### src/sv/twss_pkg.sv
// ----------------------------------------------------------------------------
// twss_pkg
// Shared types and constants for the text word and sentence statistics block:
// opcodes, separator characters, field widths and the report slot record.
// ----------------------------------------------------------------------------
package twss_pkg;

   // Input opcodes.
   localparam logic OP_TEXT   = 1'b0;
   localparam logic OP_REPORT = 1'b1;

   // Separator characters; the first three also close a sentence.
   localparam logic [7:0] CHAR_BANG    = 8'h21;
   localparam logic [7:0] CHAR_QUEST   = 8'h3F;
   localparam logic [7:0] CHAR_DOT     = 8'h2E;
   localparam logic [7:0] CHAR_COMMA   = 8'h2C;
   localparam logic [7:0] CHAR_SPACE   = 8'h20;
   localparam logic [7:0] CHAR_NEWLINE = 8'h0A;

   // Widths of the result fields.
   localparam int OUT_W = 32;
   localparam int LEN_W = 8;
   localparam int POS_W = 6;

   localparam logic [LEN_W-1:0] LEN_MAX = 8'hFF;

   // One result of a report run as it travels down the read pipeline.
   typedef struct packed {
      logic [OUT_W-1:0] words;
      logic [OUT_W-1:0] sentences;
      logic [LEN_W-1:0] len;
      logic [POS_W-1:0] pos;
      logic             last;
      logic             empty;
   } slot_type;

endpackage

### src/sv/twss_ram.sv
// ----------------------------------------------------------------------------
// twss_ram
// Generic single-clock RAM with one write port and one read port. The read
// data is registered and holds its value while the read enable is low.
// ----------------------------------------------------------------------------
module twss_ram #(
   parameter int WIDTH = 8,
   parameter int DEPTH = 64
) (
   input  logic                     clock,
   input  logic                     wr_en,
   input  logic [$clog2(DEPTH)-1:0] wr_addr,
   input  logic [WIDTH-1:0]         wr_data,
   input  logic                     rd_en,
   input  logic [$clog2(DEPTH)-1:0] rd_addr,
   output logic [WIDTH-1:0]         rd_data
);

   logic [WIDTH-1:0] mem_ff [DEPTH];
   logic [WIDTH-1:0] rd_data_ff;

   // Write port.
   always_ff @(posedge clock) begin
      if (wr_en) begin
         mem_ff[wr_addr] <= wr_data;
      end
   end

   // Registered read port.
   always_ff @(posedge clock) begin
      if (rd_en) begin
         rd_data_ff <= mem_ff[rd_addr];
      end
   end

   assign rd_data = rd_data_ff;

endmodule

### src/sv/text_word_sentence_stats.sv
// ----------------------------------------------------------------------------
// text_word_sentence_stats
// Word, sentence and longest-word statistics over a text byte stream.
// ----------------------------------------------------------------------------
// A text byte (opcode 0) is taken every cycle while no report run is reading,
// and produces no result; it updates the word and sentence counters and writes
// at most one character into a word buffer of 2*MAX_WORD bytes, split into two
// halves that swap between the current word and the longest word. A report
// (opcode 1) is taken and then holds req_stall high while the reads of its
// max(1, min(length, MAX_WORD)) results are issued, one character per cycle
// through the buffer's single read port while rsp_stall lets the reads go on.
// The first result of a report passes the sequencer, the read stage and the
// result register before it reaches the rsp_ port. The buffer needs no clearing
// after reset, since only characters already written are ever reported.
// ----------------------------------------------------------------------------
module text_word_sentence_stats #(
   parameter int MAX_WORD    = 32,
   parameter int COUNT_WIDTH = 32
) (
   input  logic        clock,
   input  logic        reset,

   input  logic        req_valid,
   output logic        req_stall,
   input  logic        req_opcode,
   input  logic [7:0]  req_byte_value,

   output logic        rsp_valid,
   input  logic        rsp_stall,
   output logic [31:0] rsp_words_seen,
   output logic [31:0] rsp_sentences_seen,
   output logic [7:0]  rsp_longest_length,
   output logic [7:0]  rsp_char_out,
   output logic [5:0]  rsp_char_position,
   output logic        rsp_last
);

   import twss_pkg::*;

   localparam int IDX_W  = (MAX_WORD > 1) ? $clog2(MAX_WORD) : 1;
   localparam int DEPTH  = 2 * MAX_WORD;
   localparam int ADDR_W = $clog2(DEPTH);

   localparam logic [LEN_W-1:0]       MAX_LEN  = LEN_W'(MAX_WORD);
   localparam logic [IDX_W-1:0]       LAST_IDX = IDX_W'(MAX_WORD - 1);
   localparam logic [ADDR_W-1:0]      HALF_OFS = ADDR_W'(MAX_WORD);
   localparam logic [COUNT_WIDTH-1:0] CNT_MAX  = '1;

   // Text statistics state.
   logic                   in_word_ff,  in_word_in;
   logic                   in_sent_ff,  in_sent_in;
   logic [COUNT_WIDTH-1:0] word_tot_ff, word_tot_in;
   logic [COUNT_WIDTH-1:0] sent_tot_ff, sent_tot_in;
   logic [LEN_W-1:0]       cur_len_ff,  cur_len_in;
   logic [LEN_W-1:0]       best_len_ff, best_len_in;
   logic                   sel_ff,      sel_in;

   // Report sequencer.
   logic                   seq_active_ff,   seq_active_in;
   logic [IDX_W-1:0]       seq_idx_ff,      seq_idx_in;
   logic [IDX_W-1:0]       seq_last_idx_ff, seq_last_idx_in;
   logic                   seq_half_ff,     seq_half_in;
   slot_type               seq_meta_ff,     seq_meta_in;

   // Read data stage and result register.
   logic                   s2_valid_ff,  s2_valid_in;
   slot_type               s2_meta_ff,   s2_meta_in;
   logic                   rsp_valid_ff, rsp_valid_in;
   slot_type               rsp_meta_ff,  rsp_meta_in;
   logic [7:0]             rsp_char_ff,  rsp_char_in;

   logic                   req_fire;
   logic                   text_fire;
   logic                   report_fire;
   logic                   is_sep;
   logic                   ends_sent;
   logic [LEN_W-1:0]       wr_pos;
   logic                   wr_en;
   logic [ADDR_W-1:0]      wr_addr;
   logic [ADDR_W-1:0]      rd_addr;
   logic [7:0]             rd_data;
   logic                   issue;
   logic                   issue_last;
   logic                   out_free;
   logic                   s2_free;
   logic                   use_cur;
   logic [LEN_W-1:0]       rep_len;
   logic [OUT_W-1:0]       words_out;
   logic [OUT_W-1:0]       sents_out;

   // Handshake: the input waits while a report run is still reading.
   assign req_stall   = seq_active_ff;
   assign req_fire    = req_valid && !req_stall;
   assign text_fire   = req_fire && (req_opcode == OP_TEXT);
   assign report_fire = req_fire && (req_opcode == OP_REPORT);

   // Character classes.
   assign is_sep    = req_byte_value inside {CHAR_BANG, CHAR_QUEST, CHAR_DOT,
                                             CHAR_COMMA, CHAR_SPACE, CHAR_NEWLINE};
   assign ends_sent = req_byte_value inside {CHAR_BANG, CHAR_QUEST, CHAR_DOT};

   // Buffer write: characters past MAX_WORD are dropped.
   assign wr_pos  = in_word_ff ? cur_len_ff : '0;
   assign wr_en   = text_fire && !is_sep && (wr_pos < MAX_LEN);
   assign wr_addr = sel_ff ? HALF_OFS + ADDR_W'(wr_pos[IDX_W-1:0])
                           : ADDR_W'(wr_pos[IDX_W-1:0]);

   // Counters as seen on the 32-bit result fields.
   generate
      if (COUNT_WIDTH >= OUT_W) begin : g_cnt_trunc
         assign words_out = word_tot_ff[OUT_W-1:0];
         assign sents_out = sent_tot_ff[OUT_W-1:0];
      end else begin : g_cnt_ext
         assign words_out = {{(OUT_W-COUNT_WIDTH){1'b0}}, word_tot_ff};
         assign sents_out = {{(OUT_W-COUNT_WIDTH){1'b0}}, sent_tot_ff};
      end
   endgenerate

   // Text byte update of counters, flags and the buffer halves.
   always_comb begin
      in_word_in  = in_word_ff;
      in_sent_in  = in_sent_ff;
      word_tot_in = word_tot_ff;
      sent_tot_in = sent_tot_ff;
      cur_len_in  = cur_len_ff;
      best_len_in = best_len_ff;
      sel_in      = sel_ff;
      if (text_fire) begin
         if (is_sep) begin
            // A finished word longer than the best takes over its half.
            if (in_word_ff && (cur_len_ff > best_len_ff)) begin
               best_len_in = cur_len_ff;
               sel_in      = !sel_ff;
            end
            if (ends_sent) begin
               in_sent_in = 1'b0;
            end
            in_word_in = 1'b0;
            cur_len_in = '0;
         end else if (!in_word_ff) begin
            in_word_in  = 1'b1;
            word_tot_in = (word_tot_ff == CNT_MAX) ? word_tot_ff : word_tot_ff + 1'b1;
            cur_len_in  = LEN_W'(1);
            if (!in_sent_ff) begin
               sent_tot_in = (sent_tot_ff == CNT_MAX) ? sent_tot_ff : sent_tot_ff + 1'b1;
            end
            in_sent_in = 1'b1;
         end else if (cur_len_ff != LEN_MAX) begin
            cur_len_in = cur_len_ff + 1'b1;
         end
      end
   end

   always_ff @(posedge clock) begin
      if (reset) begin
         in_word_ff  <= 1'b0;
         in_sent_ff  <= 1'b0;
         word_tot_ff <= '0;
         sent_tot_ff <= '0;
         cur_len_ff  <= '0;
         best_len_ff <= '0;
         sel_ff      <= 1'b0;
      end else begin
         in_word_ff  <= in_word_in;
         in_sent_ff  <= in_sent_in;
         word_tot_ff <= word_tot_in;
         sent_tot_ff <= sent_tot_in;
         cur_len_ff  <= cur_len_in;
         best_len_ff <= best_len_in;
         sel_ff      <= sel_in;
      end
   end

   // Report choice: a word in progress wins if it is longer than the best.
   assign use_cur = in_word_ff && (cur_len_ff > best_len_ff);
   assign rep_len = use_cur ? cur_len_ff : best_len_ff;

   // Pipeline flow: the result register frees the read stage.
   assign out_free   = !rsp_valid_ff || !rsp_stall;
   assign s2_free    = !s2_valid_ff || out_free;
   assign issue      = seq_active_ff && s2_free;
   assign issue_last = seq_meta_ff.empty || (seq_idx_ff == seq_last_idx_ff);
   assign rd_addr    = seq_half_ff ? HALF_OFS + ADDR_W'(seq_idx_ff)
                                   : ADDR_W'(seq_idx_ff);

   // Sequencer: snapshot on a report, then one buffer read per cycle while the read stage is free.
   always_comb begin
      seq_active_in   = seq_active_ff;
      seq_idx_in      = seq_idx_ff;
      seq_last_idx_in = seq_last_idx_ff;
      seq_half_in     = seq_half_ff;
      seq_meta_in     = seq_meta_ff;
      if (report_fire) begin
         seq_active_in         = 1'b1;
         seq_idx_in            = '0;
         seq_last_idx_in       = (rep_len >= MAX_LEN) ? LAST_IDX
                                                      : IDX_W'(rep_len - 1'b1);
         seq_half_in           = use_cur ? sel_ff : !sel_ff;
         seq_meta_in.words     = words_out;
         seq_meta_in.sentences = sents_out;
         seq_meta_in.len       = rep_len;
         seq_meta_in.pos       = '0;
         seq_meta_in.last      = 1'b0;
         seq_meta_in.empty     = (rep_len == '0);
      end else if (issue) begin
         if (issue_last) begin
            seq_active_in = 1'b0;
         end else begin
            seq_idx_in = seq_idx_ff + 1'b1;
         end
      end
   end

   always_ff @(posedge clock) begin
      if (reset) begin
         seq_active_ff <= 1'b0;
      end else begin
         seq_active_ff <= seq_active_in;
      end
      seq_idx_ff      <= seq_idx_in;
      seq_last_idx_ff <= seq_last_idx_in;
      seq_half_ff     <= seq_half_in;
      seq_meta_ff     <= seq_meta_in;
   end

   // Word buffer holding both ping-pong halves.
   twss_ram #(
      .WIDTH (8),
      .DEPTH (DEPTH)
   ) u_word_buf (
      .clock   (clock),
      .wr_en   (wr_en),
      .wr_addr (wr_addr),
      .wr_data (req_byte_value),
      .rd_en   (issue),
      .rd_addr (rd_addr),
      .rd_data (rd_data)
   );

   // Read stage: slot details line up with the RAM read data.
   always_comb begin
      s2_valid_in = s2_valid_ff;
      s2_meta_in  = s2_meta_ff;
      if (s2_free) begin
         s2_valid_in     = issue;
         s2_meta_in      = seq_meta_ff;
         s2_meta_in.pos  = POS_W'(seq_idx_ff);
         s2_meta_in.last = issue_last;
      end
   end

   // Result register: the character is forced to zero for an empty report.
   always_comb begin
      rsp_valid_in = rsp_valid_ff;
      rsp_meta_in  = rsp_meta_ff;
      rsp_char_in  = rsp_char_ff;
      if (out_free) begin
         rsp_valid_in = s2_valid_ff;
         rsp_meta_in  = s2_meta_ff;
         rsp_char_in  = s2_meta_ff.empty ? 8'h00 : rd_data;
      end
   end

   always_ff @(posedge clock) begin
      if (reset) begin
         s2_valid_ff  <= 1'b0;
         rsp_valid_ff <= 1'b0;
      end else begin
         s2_valid_ff  <= s2_valid_in;
         rsp_valid_ff <= rsp_valid_in;
      end
      s2_meta_ff  <= s2_meta_in;
      rsp_meta_ff <= rsp_meta_in;
      rsp_char_ff <= rsp_char_in;
   end

   assign rsp_valid          = rsp_valid_ff;
   assign rsp_words_seen     = rsp_meta_ff.words;
   assign rsp_sentences_seen = rsp_meta_ff.sentences;
   assign rsp_longest_length = rsp_meta_ff.len;
   assign rsp_char_out       = rsp_char_ff;
   assign rsp_char_position  = rsp_meta_ff.pos;
   assign rsp_last           = rsp_meta_ff.last;

endmodule

### config.mk
export PLATFORM = sky130hd
export DESIGN_NAME = text_word_sentence_stats
export DESIGN_NICKNAME = d
export VERILOG_FILES = /design/src/sv/twss_pkg.sv /design/src/sv/twss_ram.sv /design/src/sv/text_word_sentence_stats.sv
export SDC_FILE = /design/constraint.sdc
export NUM_CORES = 1
export LEC_CHECK = 0
export ABC_AREA = 0
export BUFFER_PORTS_ARGS = -buffer_cell sky130_fd_sc_hd__buf_2
export CAP_MARGIN = 5
export CORE_UTILIZATION = 50
export CTS_BUF_LIST = sky130_fd_sc_hd__clkbuf_4
export DETAILED_ROUTE_END_ITERATION = 6
export PLACE_DENSITY = 0.66
export SETUP_SLACK_MARGIN = 0.4
export SYNTH_ARGS = -nofsm -noshare
export SYNTH_HDL_FRONTEND = slang
export SYNTH_HIERARCHICAL = 1
export SYNTH_SLANG_ARGS = --single-unit
### constraint.sdc
create_clock -name clock -period 4.31 [get_ports clock]
set_input_delay 0.862 -clock clock [delete_from_list [all_inputs] [get_ports clock]]
set_output_delay 0.862 -clock clock [all_outputs]
set_load 0.02 [all_outputs]
---- Yosys cells after proc, flatten, opt, wreduce, memory -nomap -nowiden ----
Memories as Yosys holds them, arrays and structs flattened. A register that Yosys moved wholly into a read port is not among the register bits.
Cells that the tools add are included.
cells by class
  add/sub/neg operators ................... 7
  order comparisons ....................... 3
  equal/unequal tests ..................... 13
  muxes and demuxes ....................... 17
  bitwise logic cells ..................... 7
  reductions and logical operators ........ 29
operators with widths
  operator                 count
  $add A32 B1 Y32 const B  2
  $eq A32 B32 Y1 const B   2
  $eq A8 B6 Y1 const B     5
  $mux W8                  5
  $add A6 B5 Y6 const A    2
  $mux W6                  2
  $mux W1                  10
  $add A8 B1 Y8 const B    1
  $eq A8 B4 Y1 const B     1
  $ge A8 B6 Y1 const B     1
  $gt A8 B8 Y1             1
  $logic_not A8 Y1         1
  $lt A8 B6 Y1 const B     1
  $ne A8 B8 Y1 const B     1
  $reduce_and A2 Y1        4
  $logic_and A1 B1 Y1      7
  $not A1 Y1               7
  $logic_not A1 Y1         6
  $reduce_and A3 Y1        2
  $reduce_bool A6 Y1       1
  $add A5 B1 Y5 const B    1
  $eq A5 B5 Y1             1
  $reduce_and A5 Y1        1
  $sub A5 B1 Y5 const B    1
  6 further kinds          10
word-level totals
  bits in registers ....................... 335
  bits in writable memories ............... 512
  input port bits ......................... 13
  output and inout bits ................... 89
  word-level logic and storage cells ...... 106
  memories ................................ 1
memories
  memory             depth  bits a word  read ports  clocked after memory_dff  wr ports  RTL line        text
  u_word_buf.mem_ff  64     8            1           1                         1         twss_ram.sv:19  logic [WIDTH-1:0] mem_ff [DEPTH];

---- Longest topological paths before layout ----
Gate-level depths: netlist of the first run.
  word-level depth ........................ 7
  depth in mapped cells ................... 13
  depth with buffers taken out ............ 12

---- By module ----
Netlist of the first run, hierarchy kept.
modules (own cells, without submodules)
  module                    instances  cells each  area each (um2)  seq. area each (um2)
  twss_ram                  1          940         20246.9          15615.0
  text_word_sentence_stats  1          933         12923.6          9148.8

---- Least setup slack after synthesis of the first run ----
Ideal clock, no wire load.
  path kind ............................... in2reg
  start ................................... input port rsp_stall
  end ..................................... register seq_idx_ff[1]
  setup time .............................. 0.204 ns
  arrival ................................. 3.740 ns
  required time ........................... 4.106 ns
  setup slack ............................. 0.366 ns
  stages on the path ...................... 5
  buffers on the path ..................... 0
  path through ............................ nand3_1 nand2_1 a211oi_1 mux2i_1 nor2_1
on the way
  cells in the longest elaborated chain, start to end .. 5
RTL lines
  element                             RTL line                         text
  start, declared                     text_word_sentence_stats.sv:29   input logic rsp_stall,
  $logic_not A1 Y1                    text_word_sentence_stats.sv:179  assign out_free = !rsp_valid_ff || !rsp_stall;
  $logic_or A1 B1 Y1                  text_word_sentence_stats.sv:179
  $logic_or A1 B1 Y1                  text_word_sentence_stats.sv:180  assign s2_free = !s2_valid_ff || out_free;
  $logic_and A1 B1 Y1                 text_word_sentence_stats.sv:181  assign issue = seq_active_ff && s2_free;
  $reduce_and A2 Y1 (no source line)  n/a
  end signal, assigned                text_word_sentence_stats.sv:220  seq_idx_ff <= seq_idx_in;
  end, declared                       text_word_sentence_stats.sv:60   logic [IDX_W-1:0] seq_idx_ff, seq_idx_in;
No other way between the ends.
A chain may end at the register's enable or synchronous reset.

---- Worst setup path after layout of the first run ----
  start ................................... register cur_len_ff[0]
  end ..................................... register seq_last_idx_ff[2], data pin
on the way
  cells in the longest elaborated chain, start to end .. 4
  elaborated cells on any way between the ends .. 5
  classes of those cells .................. 1 x add/sub; 2 x order compare; 1 x mux; 1 x reduce/logical
RTL lines
  element                                               RTL line                                                          text
  start, declared                                       text_word_sentence_stats.sv:54                                    logic [LEN_W-1:0] cur_len_ff, cur_len_in;
  start signal, assigned                                text_word_sentence_stats.sv:168                                   cur_len_ff <= cur_len_in;
  $gt A8 B8 Y1                                          text_word_sentence_stats.sv:175                                   assign use_cur = in_word_ff && (cur_len_ff > best_len_ff);
  $logic_and A1 B1 Y1                                   text_word_sentence_stats.sv:175
  $mux W8 (*)                                           n/a
  $ge A8 B6 Y1 / $sub A5 B1 Y5 (equally long branches)  text_word_sentence_stats.sv:196, text_word_sentence_stats.sv:197
  end signal, assigned                                  text_word_sentence_stats.sv:221                                   seq_last_idx_ff <= seq_last_idx_in;
  end, declared                                         text_word_sentence_stats.sv:61                                    logic [IDX_W-1:0] seq_last_idx_ff, seq_last_idx_in;
Every way passes the cells marked *; elsewhere a longest branch is shown, timed or not.

==> results of run 1 <==
[per-stage QoR]
step	std cells	util	total power, mW
after global routing	3235	0.5776	16.75
after global placement	2863	0.5363	9.641
after floorplan	1873	-	9.452
after CTS	3234	0.5776	16.33
final	3235	0.5776	16.11
after detailed placement	2863	0.5363	9.647
[power groups by stage]
stage | registers (mW) | logic [mW] | clock network (mW)
floorplan | 9.30 | 0.156 | 0
detailed placement | 9.27 | 0.375 | 0
global route | 9.10 | 0.399 | 7.25
global placement | 9.27 | 0.367 | 0
CTS | 9.09 | 0.376 | 6.86
finish | 9.10 | 0.371 | 6.64
[final timing paths]
kind,end,slack (ns)
worst max-delay path,seq_last_idx_ff[2]$_SDFFCE_PP1P_,0.61
worst min-delay path,rsp_valid$_SDFFE_PP0P_,0.20
worst max register to register,seq_last_idx_ff[2]$_SDFFCE_PP1P_,0.61
worst min register to register,s2_meta_ff[24]$_DFFE_PN_,0.41
[flip-flops by register name (all words and copies together) (netlist names)]
signal	cells
seq_last_idx_ff	5
rsp_valid	1
rsp_last	1
u_word_buf/mem_ff	512
sent_tot_ff	32
best_len_ff	8
seq_meta_ff	73
s2_valid_ff	1
req_stall	1
rsp_char_position	5
u_word_buf/rd_data	8
in_sent_ff	1
rsp_longest_length	8
cur_len_ff	8
rsp_sentences_seen	32
seq_half_ff	1
in_word_ff	1
rsp_words_seen	32
sel_ff	1
s2_meta_ff	79
word_tot_ff	32
seq_idx_ff	5
rsp_char_out	8
[worst max-delay path: cells and delay by family (launching register included)]
family / cells / cell delay, ns
mux: 1 / 0.15
fa+ha+maj: 2 / 0.63
simple gates: 5 / 1.05
flops: 1 / 0.49
buf+inv: 2 / 0.37
compound gates: 2 / 0.72
[final cells by class]
cell class	count	area (µm²)	share of cell area
Antenna cell	1	2.502	0.00006590
Clock buffer	310	2327	0.06128
Clock inverter	61	382.9	0.01008
Inverter	24	91.34	0.002405
Multi-Input combinational cell	899	7853	0.2068
Sequential cell	855	24780	0.6524
Tap cell	864	1081	0.02847
Timing Repair Buffer	221	1461	0.03848
[Yosys cell counts (30+ instances only)]
| library cell | count | area, µm² |
|---|---|---|
| or4_1 | 40 | 300.3 |
| nor2_1 | 135 | 506.7 |
| mux2i_1 | 42 | 420.4 |
| mux4_2 | 126 | 2838 |
| nand3_1 | 41 | 205.2 |
| nand4_1 | 30 | 187.7 |
| dfxtp_1 | 91 | 1822 |
| a21oi_1 | 57 | 285.3 |
| clkbuf_1 | 52 | 195.2 |
| nor2b_1 | 40 | 250.2 |
| nand2_1 | 58 | 217.7 |
| edfxtp_1 | 764 | 22940 |
| o31ai_1 | 40 | 300.3 |
| mux2_2 | 34 | 382.9 |
[logic make-up after synthesis]
group | after synthesis | synth area share
compound gates | 186 | 0.03810
xor+xnor | 17 | 0.004489
fa+ha+maj | 14 | 0.005281
buf+inv | 119 | 0.01795
flops | 855 | 0.7466
mux | 206 | 0.1111
other cells | 1 | 0.0001131
simple gates | 475 | 0.07638
[routing by layer]
layer / wire (µm) / GRT usage / vias up / part of all wire
li1: - / - / 8345 / -
met1: 30800 / 0.3051 / 9480 / 0.42
met2: 35650 / 0.3548 / 802 / 0.48
met3: 5748 / 0.05673 / 117 / 0.078
met4: 1659 / 0.07958 / 0 / 0.022
met5: 0 / 0 / - / 0
==> summary.txt, run 1 <==
clock sinks -> 855
Hold Vio Cnt, Final -> 0
WS Path Type -> register to register
Max-slew headroom -> 0.2061
cells resized by post-CTS repair -> 0
total grt overflow -> 0
Chip Width -> 259.6 µm
TritonCTS clock tree -> done
Root Driver -> clkbuf_4
Final Cell Area -> 37980 µm²
critical path arrival -> 4.42 ns
1st-pass router iterations -> 5
# rows -> 94
fin nets -> 2234
synthesized net count -> 1900
Power Density -> 424.2 nW/µm²
core box area -> 65750 µm²
CP cell instances -> inv_1 > ha_1 > nand4_1 > or3b_2 > a21oi_1 > nor2_1 > buf_4 > mux2i_1 > ha_1 > or2_2 > a2111oi_0 > nor3_1
Initial Util -> 0.5045
vias in the first global route -> 18887
synthesized cell area -> 33170 µm²
hold crit path type -> input port to register
clock share of power -> 0.412
Final Setup Violations -> 0
DRT iter0 DRCs -> 1771
Leak -> 12.81 nW
global-route usage over all layers -> 0.2250
Ys Warns -> 6
Layout fillers -> 4987
Synth cell types -> 65
via count -> 18744
Slew @ Worst Pin -> 1.182 ns
hold slack -> 0.1990 ns
dpl ws -> 0.3516 ns
CP max-delay cell -> dfxtp_1
Comb power frac -> 0.023
wire per inst -> 22.83 µm
Psw -> 3.412 mW
Via density -> 5.794
EDFF count, synth -> 764
Crit. Startpoint -> cur_len_ff[0]$_SDFFE_PP0P_
RSZ-0062 raised after global routing -> false
Worst setup EP type -> register
worst hold start -> rsp_stall
height of the die -> 259.6 µm
Routed WL -> 73860 µm
sequential area share after synthesis -> 0.7466
area grow syn2layout -> 14.48%
antenna violations before repair -> 1
Post-Place Cell Area -> 35260 µm²
global-route wire length before repair -> 112600 µm
Flop pwr share -> 0.565
Clock Tree Buf Depth -> 3
final max-slew violation count -> 0
most common cell after layout, fill and taps aside -> edfxtp_1
FMAX -> 0.2704 GHz
Ports -> 102
hpwl dp -> 45590 µm
async set-reset flop share out of synthesis -> 0
# port buffers -> 100
Reg2Reg Depth -> 12
CTS clock-pin slew for the worst setup and hold paths -> 0.07 ns
DRC viols -> 0
Synth Flop Type -> edfxtp_1
CTS hold repair buffers -> 0
Worst Hold Depth -> 3
Post-CTS Setup Bufs -> 0
status -> finished clean
Synth Register Bits -> 855
Clk Latency, worst-skew pair -> 1.04 ns
setup ws final -> 0.6116 ns
Layout Skew -> 0.06690 ns
worst path required time -> 5.03 ns
Cells after Synth -> 1873
most frequent cells in the layout -> 764 x edfxtp_1, 310 x clkbuf_4, 135 x nor2_1
Max-Cap Viols -> 0
H-tree depth -> 4
Num CTS Buffers -> 206
pin count of the biggest net entering global routing -> 101
die area -> 67370 µm²
final critical-path required period -> 3.698 ns
critical path fanouts, max -> 7
Avg Cell Area, Syn -> 17.71 µm²
ratio of cells with drive above 1 in the final layout -> 0.3084
crit path launch type -> register
slowest stage delay, CP -> 0.49 ns
Power Internal -> 12.70 mW
Antenna Nets Post-Route -> 0
Worst VDD drop -> 0.2908 mV
Reg2Reg Launch Point -> cur_len_ff[0]$_SDFFE_PP0P_
switching part of the total -> 0.2118
CP most frequent cell -> ha_1
setup TNS -> 0 ns
Tcrit/Tclk final -> 0.8581
Placer Congestion -> 0.9014
Note: power is estimated with default switching activity, not from simulation.
==> run 2, diff against run 1 <==
--- a/config.mk
+++ b/config.mk
@@ -8,11 +8,13 @@
 export ABC_AREA = 0
 export BUFFER_PORTS_ARGS = -buffer_cell sky130_fd_sc_hd__buf_2
 export CAP_MARGIN = 5
+export CORE_ASPECT_RATIO = 1.1
 export CORE_UTILIZATION = 50
 export CTS_BUF_LIST = sky130_fd_sc_hd__clkbuf_4
 export DETAILED_ROUTE_END_ITERATION = 6
 export PLACE_DENSITY = 0.66
 export SETUP_SLACK_MARGIN = 0.4
+export SLEW_MARGIN = 40
 export SYNTH_ARGS = -nofsm -noshare
 export SYNTH_HDL_FRONTEND = slang
 export SYNTH_HIERARCHICAL = 1
==> run 2 against run 1 <==
Effect of this change: first-iteration DRC count is 20% lower; wire length is 1.1% lower; critical path depth stayed put; power up 0.17%; non-clock buffer count down 11; sequential power barely moved; via count decreased by 1.6%; flip-flop and latch count unchanged; setup slack gained 0.020 ns; largest power group unchanged; clock power is 0.6% higher; critical path type unchanged; clock skew increased by 0.0034 ns; highest routed layer is now met5; the run now ends with DRC left; register-to-register slack better by 0.02 ns; critical endpoint unchanged.
==> summary.txt, run 2 (synthesized netlist as in run 1, its figures left out) <==
fin nets -> 2224 (-0.45%)
CP cell instances -> inv_1 > ha_1 > nand4_1 > or3b_2 > a21oi_1 > nor2_1 > buf_4 > mux2i_1 > ha_1 > or2_2 > a2111oi_0 > nor3_1
TritonCTS clock tree -> done
WS Path Type -> register to register
Post-Layout Cell Count -> 3219 (-0.49%)
Worst VDD drop -> 0.2651 mV (-8.8%)
pin count of the biggest net entering global routing -> 83 (-18%)
Reg with most FFs -> u_word_buf/mem_ff
Worst setup EP type -> register
final max-slew violation count -> 0 (unchanged)
final core utilization -> 0.5807 (+0.003048)
Layout Skew -> 0.07030 ns (+0.003406 ns)
height of the die -> 272.1 µm (+4.8%)
global-route wire length before repair -> 111500 µm (-0.97%)
Leak -> 12.82 nW (about the same)
worst path required time -> 5.05 ns (+0.02 ns)
most common cell after layout, fill and taps aside -> edfxtp_1
CP max-delay cell -> dfxtp_1
ratio of cells with drive above 1 in the final layout -> 0.3094 (+0.0009441)
Routed WL -> 73050 µm (-1.1%)
Slew @ Worst Pin -> 0.8446 ns (-0.3372 ns)
status -> finished with violations
final critical-path required period -> 3.678 ns (-0.02031 ns)
Post-CTS Setup Bufs -> 0 (unchanged)
setup TNS -> 0 ns (unchanged)
Ports -> 102 (unchanged)
hold crit path type -> input port to register
Clk Latency, worst-skew pair -> 1.01 ns (-0.03 ns)
1st-pass router iterations -> 7 (+2)
max reg flops -> 512 (unchanged)
placed cell count -> 2837 (-0.91%)
dpl ws -> 0.3250 ns (-0.02655 ns)
crit path launch type -> register
critical path fanouts, max -> 14 (+7)
clock sinks -> 855 (unchanged)
die area -> 67380 µm² (about the same)
area grow syn2layout -> 14.41% (about the same)
hpwl dp -> 44550 µm (-2.3%)
# rows -> 98 (+4.3%)
antenna violations before repair -> 3 (+2)
CTS clock-pin slew for the worst setup and hold paths -> 0.07 ns (about the same)
Initial Util -> 0.5075 (+0.003014)
critical path arrival -> 4.41 ns (about the same)
failing checks -> DRC
Via density -> 5.729 (-1.1%)
Max-slew headroom -> 0.4336 (+0.2275)
Post-Place Cell Area -> 35200 µm² (-0.19%)
Antenna Nets Post-Route -> 0 (unchanged)
core box area -> 65360 µm² (-0.59%)
Num CTS Buffers -> 207 (+0.49%)
Placer Congestion -> 0.8378 (-7.1%)
H-tree depth -> 4 (unchanged)
setup ws final -> 0.6320 ns (+0.02031 ns)
RSZ-0062 raised after global routing -> false
CP most frequent cell -> ha_1
slowest stage delay, CP -> 0.49 ns (about the same)
vias in the first global route -> 18982 (+0.50%)
Root Driver -> clkbuf_4
Power Density -> 425.2 nW/µm² (+0.24%)
DRC viols -> 5 (+5)
global-route usage over all layers -> 0.2228 (-0.002194)
FMAX -> 0.2719 GHz (+0.55%)
Final Cell Area -> 37950 µm² (about the same)
Clock Tree Buf Depth -> 3 (unchanged)
Tcrit/Tclk final -> 0.8534 (-0.004713)
Max-Cap Viols -> 0 (unchanged)
Top Registers -> u_word_buf/mem_ff x512, s2_meta_ff x79, seq_meta_ff x73
Chip Width -> 247.6 µm (-4.6%)
# port buffers -> 100 (unchanged)
DRT iter0 DRCs -> 1421 (-20%)
wire per inst -> 22.69 µm (-0.62%)
Hold Vio Cnt, Final -> 0 (unchanged)
total grt overflow -> 0 (unchanged)
most frequent cells in the layout -> 764 x edfxtp_1, 307 x clkbuf_4, 135 x nor2_1
Final Setup Violations -> 0 (unchanged)
via count -> 18442 (-1.6%)
run 2: worst max-delay path: cells and delay by family, from the launching register on:
kind            cells  cell delay (ns)
mux                 1             0.16
simple gates        5             1.01
compound gates      2             0.75
fa+ha+maj           2             0.62
flops               1             0.49
buf+inv             2             0.38
run 2: final timing paths:
check,cells past startpoint,end,slack [ns],start
setup / recovery,12,seq_last_idx_ff[2]$_SDFFCE_PP1P_,0.63,cur_len_ff[0]$_SDFFE_PP0P_
hold / removal,2,word_tot_ff[8]$_SDFFE_PP0P_,0.18,reset
setup reg to reg,12,seq_last_idx_ff[2]$_SDFFCE_PP1P_,0.63,cur_len_ff[0]$_SDFFE_PP0P_
hold reg to reg,0,s2_meta_ff[14]$_DFFE_PN_,0.41,seq_meta_ff[14]$_DFFE_PP_
run 2: timing repair:
action	4_1_cts	5_1_grt
hold buffers	1	0
gates resized for setup	0	1
setup endpoints to repair	0	1
endpoints found under the hold margin	1	0
run 2: where the power goes:
part | switching [mW] | internal [mW] | total, mW
clock network | 3.16 | 3.52 | 6.68
registers | 0.0335 | 9.06 | 9.09
logic | 0.262 | 0.102 | 0.364
total | 3.45 | 12.7 | 16.1
run 2: per-layer routing:
layer  global-route usage  vias to the layer above  wire (µm)
met5                    0                        -         12
li1                     -                     8319          -
met1               0.3016                     9285      30020
met2               0.3538                      751      36040
met4              0.07895                        2       1518
met3              0.05291                       85       5464
run 2: metrics by stage:
step | power [mW] | hold WS, ns
after floorplan | 9.452 | 0.4003
after global placement | 9.631 | 0.4002
after detailed placement | 9.637 | 0.4045
after CTS | 16.35 | 0.03035
after global routing | 16.80 | 0.1049
final | 16.14 | 0.1775
run 2: cell type report:
class                           instances  area (µm²)
Tap cell                              850        1064
Antenna cell                            3       7.507
Fill cell                            5037       27410
Clock buffer                          307        2305
Multi-Input combinational cell        899        7871
Timing Repair Buffer                  210        1406
Sequential cell                       855       24780
Inverter                               24       91.34
Clock inverter                         71       424.2
==> run 3, diff against run 2 <==
--- a/config.mk
+++ b/config.mk
@@ -13,9 +13,7 @@
 export CTS_BUF_LIST = sky130_fd_sc_hd__clkbuf_4
 export DETAILED_ROUTE_END_ITERATION = 6
 export PLACE_DENSITY = 0.66
-export SETUP_SLACK_MARGIN = 0.4
 export SLEW_MARGIN = 40
 export SYNTH_ARGS = -nofsm -noshare
 export SYNTH_HDL_FRONTEND = slang
-export SYNTH_HIERARCHICAL = 1
 export SYNTH_SLANG_ARGS = --single-unit
==> run 3 against run 2 <==
Effect of this change: the flow still finishes with violations (DRC); die area is 2.3% lower; via count fell by 3.4%; register-to-register slack better by 0.15 ns; first-iteration DRC count up 20%; count of clock-buffer cells in the layout decreased by 2; clock power decreased by 0.7%; maximum frequency up 4.2%; sequential power barely moved; global-route usage increased by 0.23 points; synthesized area shrank 2.3%; core utilization shrank 0.26 points; non-clock buffer count fell by 51; critical path type unchanged; largest power group unchanged; highest routed layer is now met4.
==> summary.txt, run 3 <==
post-synthesis xor/xnor area fraction -> 0.01784 (+0.01335)
Root Driver -> clkbuf_4
async set-reset flop share out of synthesis -> 0 (unchanged)
Post-Place Cell Area -> 34200 µm² (-2.8%)
global-route wire length before repair -> 109100 µm (-2.2%)
Via density -> 5.733 (about the same)
Routed WL -> 72730 µm (-0.43%)
most frequent cells in the layout -> 764 x edfxtp_1, 305 x clkbuf_4, 158 x nor2_1
EDFF count, synth -> 764 (unchanged)
mux cell area share after synthesis -> 0.09646 (-0.01466)
Placer Congestion -> 0.8750 (+4.4%)
FMAX -> 0.2833 GHz (+4.2%)
Reg with most FFs -> u_word_buf.mem_ff
Power Internal -> 12.60 mW (-0.64%)
count leader, synth -> edfxtp_1
Top Registers -> u_word_buf.mem_ff x512, s2_meta_ff x79, seq_meta_ff x73
Final Setup Violations -> 0 (unchanged)
Clock Tree Buf Depth -> 3 (unchanged)
Avg Cell Area, Syn -> 17.88 µm² (+0.97%)
largest family of logic cells by synthesized area -> multiplexers
cells resized by post-CTS repair -> 0 (unchanged)
DRC viols -> 1 (-4)
DRT iter0 DRCs -> 1702 (+20%)
pin count of the biggest net entering global routing -> 81 (-2.4%)
synthesized-area fraction occupied by adder cells -> 0.005406 (+0.0001252)
Antenna Nets Post-Route -> 0 (unchanged)
area grow syn2layout -> 13.90%
Synth cell types -> 61 (-6.2%)
Cells after Synth -> 1812 (-3.3%)
wire per inst -> 23.41 µm (+3.2%)
1st-pass router iterations -> 7 (unchanged)
setup TNS -> 0 ns (unchanged)
Synth Flop Type -> edfxtp_1
CP cell instances -> inv_1 > ha_1 > nand4_1 > o21ai_0 > a31o_2 > nor2_1 > mux2i_1 > ha_1 > nand3_1 > xnor2_1 > nor3_1 > a31oi_1
Leak -> 12.61 nW (-1.6%)
CP max-delay cell -> nor2_1
synthesized cell area -> 32400 µm² (-2.3%)
clock sinks -> 855 (unchanged)
switching part of the total -> 0.2123 (-0.001734)
CP most frequent cell -> ha_1
Final Cell Area -> 36910 µm² (-2.7%)
failing checks -> DRC
Ys Warns -> 0 (-6)
Post-CTS Setup Bufs -> 0 (unchanged)
TritonCTS clock tree -> done
Flop pwr share -> 0.568 (+0.005)
Synth Area in Simple Gates -> 0.07441 (-0.001973)
worst path required time -> 5.00 ns (-0.05 ns)
hpwl dp -> 45310 µm (+1.7%)
Layout Skew -> 0.07748 ns (+0.007175 ns)
ratio of cells with drive above 1 in the final layout -> 0.2836 (-0.02581)
Clk Latency, worst-skew pair -> 1.01 ns (about the same)
CTS clock-pin slew for the worst setup and hold paths -> 0.07 ns (about the same)
Max-Cap Viols -> 0 (unchanged)
H-tree depth -> 4 (unchanged)
sequential area share after synthesis -> 0.7643 (+0.01770)
core box area -> 63840 µm² (-2.3%)
synthesized net count -> 1839 (-3.2%)
worst hold start -> rsp_stall
critical path fanouts, max -> 14 (unchanged)
global-route usage over all layers -> 0.2252 (+0.002346)
total power -> 16.00 mW (-0.86%)
status -> finished with violations
Worst setup EP type -> register
fin nets -> 2126 (-4.4%)
Power Density -> 433.5 nW/µm² (+1.9%)
Compound-Gate Fraction of Synth Area -> 0.02888 (-0.009214)
Synth Register Bits -> 855 (unchanged)
Hold Vio Cnt, Final -> 0 (unchanged)
clock share of power -> 0.415 (about the same)
Crit. Startpoint -> cur_len_ff[0]$_SDFFE_PP0P_
antenna violations before repair -> 4 (+1)
height of the die -> 269.0 µm (-1.2%)
total grt overflow -> 0 (unchanged)
Initial Util -> 0.5076 (about the same)
Reg2Reg Depth -> 12 (unchanged)
critical path arrival -> 4.22 ns (-0.19 ns)
crit path launch type -> register
vias in the first global route -> 17816 (-6.1%)
CTS hold repair buffers -> 0 (-1)
Chip Width -> 244.7 µm (-1.2%)
# rows -> 97 (-1.0%)
# port buffers -> 100 (unchanged)
Max-slew headroom -> 0.4636 (+0.03001)
final max-slew violation count -> 0 (unchanged)
Post-synth top cells -> 764 x edfxtp_1, 160 x nor2_1, 125 x mux4_2
WS Path Type -> register to register
most common cell after layout, fill and taps aside -> edfxtp_1
die area -> 65830 µm² (-2.3%)
final core utilization -> 0.5781 (-0.002552)
Worst Hold Depth -> 3 (+1)
Worst VDD drop -> 0.3103 mV (+17%)
Reg2Reg Launch Point -> cur_len_ff[0]$_SDFFE_PP0P_
hold crit path type -> input port to register
RSZ-0062 raised after global routing -> false
post-synth top area cell -> edfxtp_1
final critical-path required period -> 3.530 ns (-0.1481 ns)
Ports -> 102 (unchanged)
Num CTS Buffers -> 206 (-0.48%)
Psw -> 3.396 mW (-1.7%)
via count -> 17813 (-3.4%)
slowest stage delay, CP -> 0.61 ns (+0.12 ns)
top-area cell type share of the netlist area -> 0.7080 (+0.01640)
max reg flops -> 512 (unchanged)
Comb power frac -> 0.018 (-0.005)
Tcrit/Tclk final -> 0.8190 (-0.03436)
ranking of synthesized cells by area -> edfxtp_1 71%, mux4_2 8.7%, dfxtp_1 5.6%, nor2_1 1.9%, xor2_1 1.4%
Slew @ Worst Pin -> 0.8017 ns (-0.04288 ns)
## run 3: changes by cell type in the layout (fill, tap and decap cells not counted), moves of 20 or more
cell / before / now
a22oi_1: 3 / 43
mux2i_1: 42 / 22
xor2_1: 8 / 50
o31ai_1: 40 / 2
nor2_1: 135 / 158
mux2_2: 34 / 8
or4_1: 40 / 5
buf_4: 104 / 54
## run 3: power by group through the flow
stage	logic (mW)	registers [mW]	clock network [mW]
after floorplan	0.0860	9.28	0
after global placement	0.281	9.26	0
after detailed placement	0.288	9.26	0
after CTS	0.287	9.08	6.80
after global routing	0.306	9.08	7.21
final	0.285	9.08	6.63
## run 3: final timing paths
| path | endpoint | slack, ns |
|---|---|---|
| hold / removal | rsp_valid$_SDFFE_PP0P_ | 0.22 |
| setup reg to reg | seq_last_idx_ff[4]$_SDFFCE_PP1P_ | 0.78 |
| hold reg to reg | s2_meta_ff[38]$_DFFE_PN_ | 0.40 |
| setup / recovery | seq_last_idx_ff[4]$_SDFFCE_PP1P_ | 0.78 |
## run 3: cell type report
class	count	area, µm²
Multi-Input combinational cell	857	7284
Timing Repair Buffer	159	1021
Sequential cell	855	24770
Tap cell	841	1052
Antenna cell	2	5.005
Fill cell	4936	26930
Inverter	20	76.32
Clock buffer	305	2290
Clock inverter	68	405.4
## run 3: layer usage
layer  share of wire  GRT usage  vias to the layer above
li1                -          -                     7894
met1            0.40     0.2872                     9050
met2            0.50     0.3706                      744
met3           0.071    0.05594                      125
met4           0.028    0.09240                        0
met5               0          0                        -
## run 3: critical path, delay by kind of cell, from the launching register on
kind,cells,cell delay (ns)
and+or+nand+nor,4,0.96
DFF,1,0.60
adders and majority gates,2,0.60
AOI/OAI and AO/OA,3,0.46
muxes,1,0.38
xor gates and xnor gates,1,0.13
buffers and inverters,1,0.11
## run 3: cell families (layout without fill, tap and decap cells)
family	after synthesis	in the layout
flops	855	855
simple gates	477	477
mux	155	155
compound gates	144	144
buf+inv	100	552
xor+xnor	66	66
fa+ha+maj	14	14
other cells	1	3
## run 3: metrics by stage
stage | worst slack [ns] | std cells | hold WS, ns
final | 0.7801 | 3107 | 0.2194
after global placement | 0.5432 | 2731 | 0.4014
after detailed placement | 0.4529 | 2732 | 0.4045
after global routing | 0.4980 | 3106 | 0.1440
after floorplan | 0.4695 | 1812 | 0.4003
after CTS | 0.8452 | 3105 | 0.08229
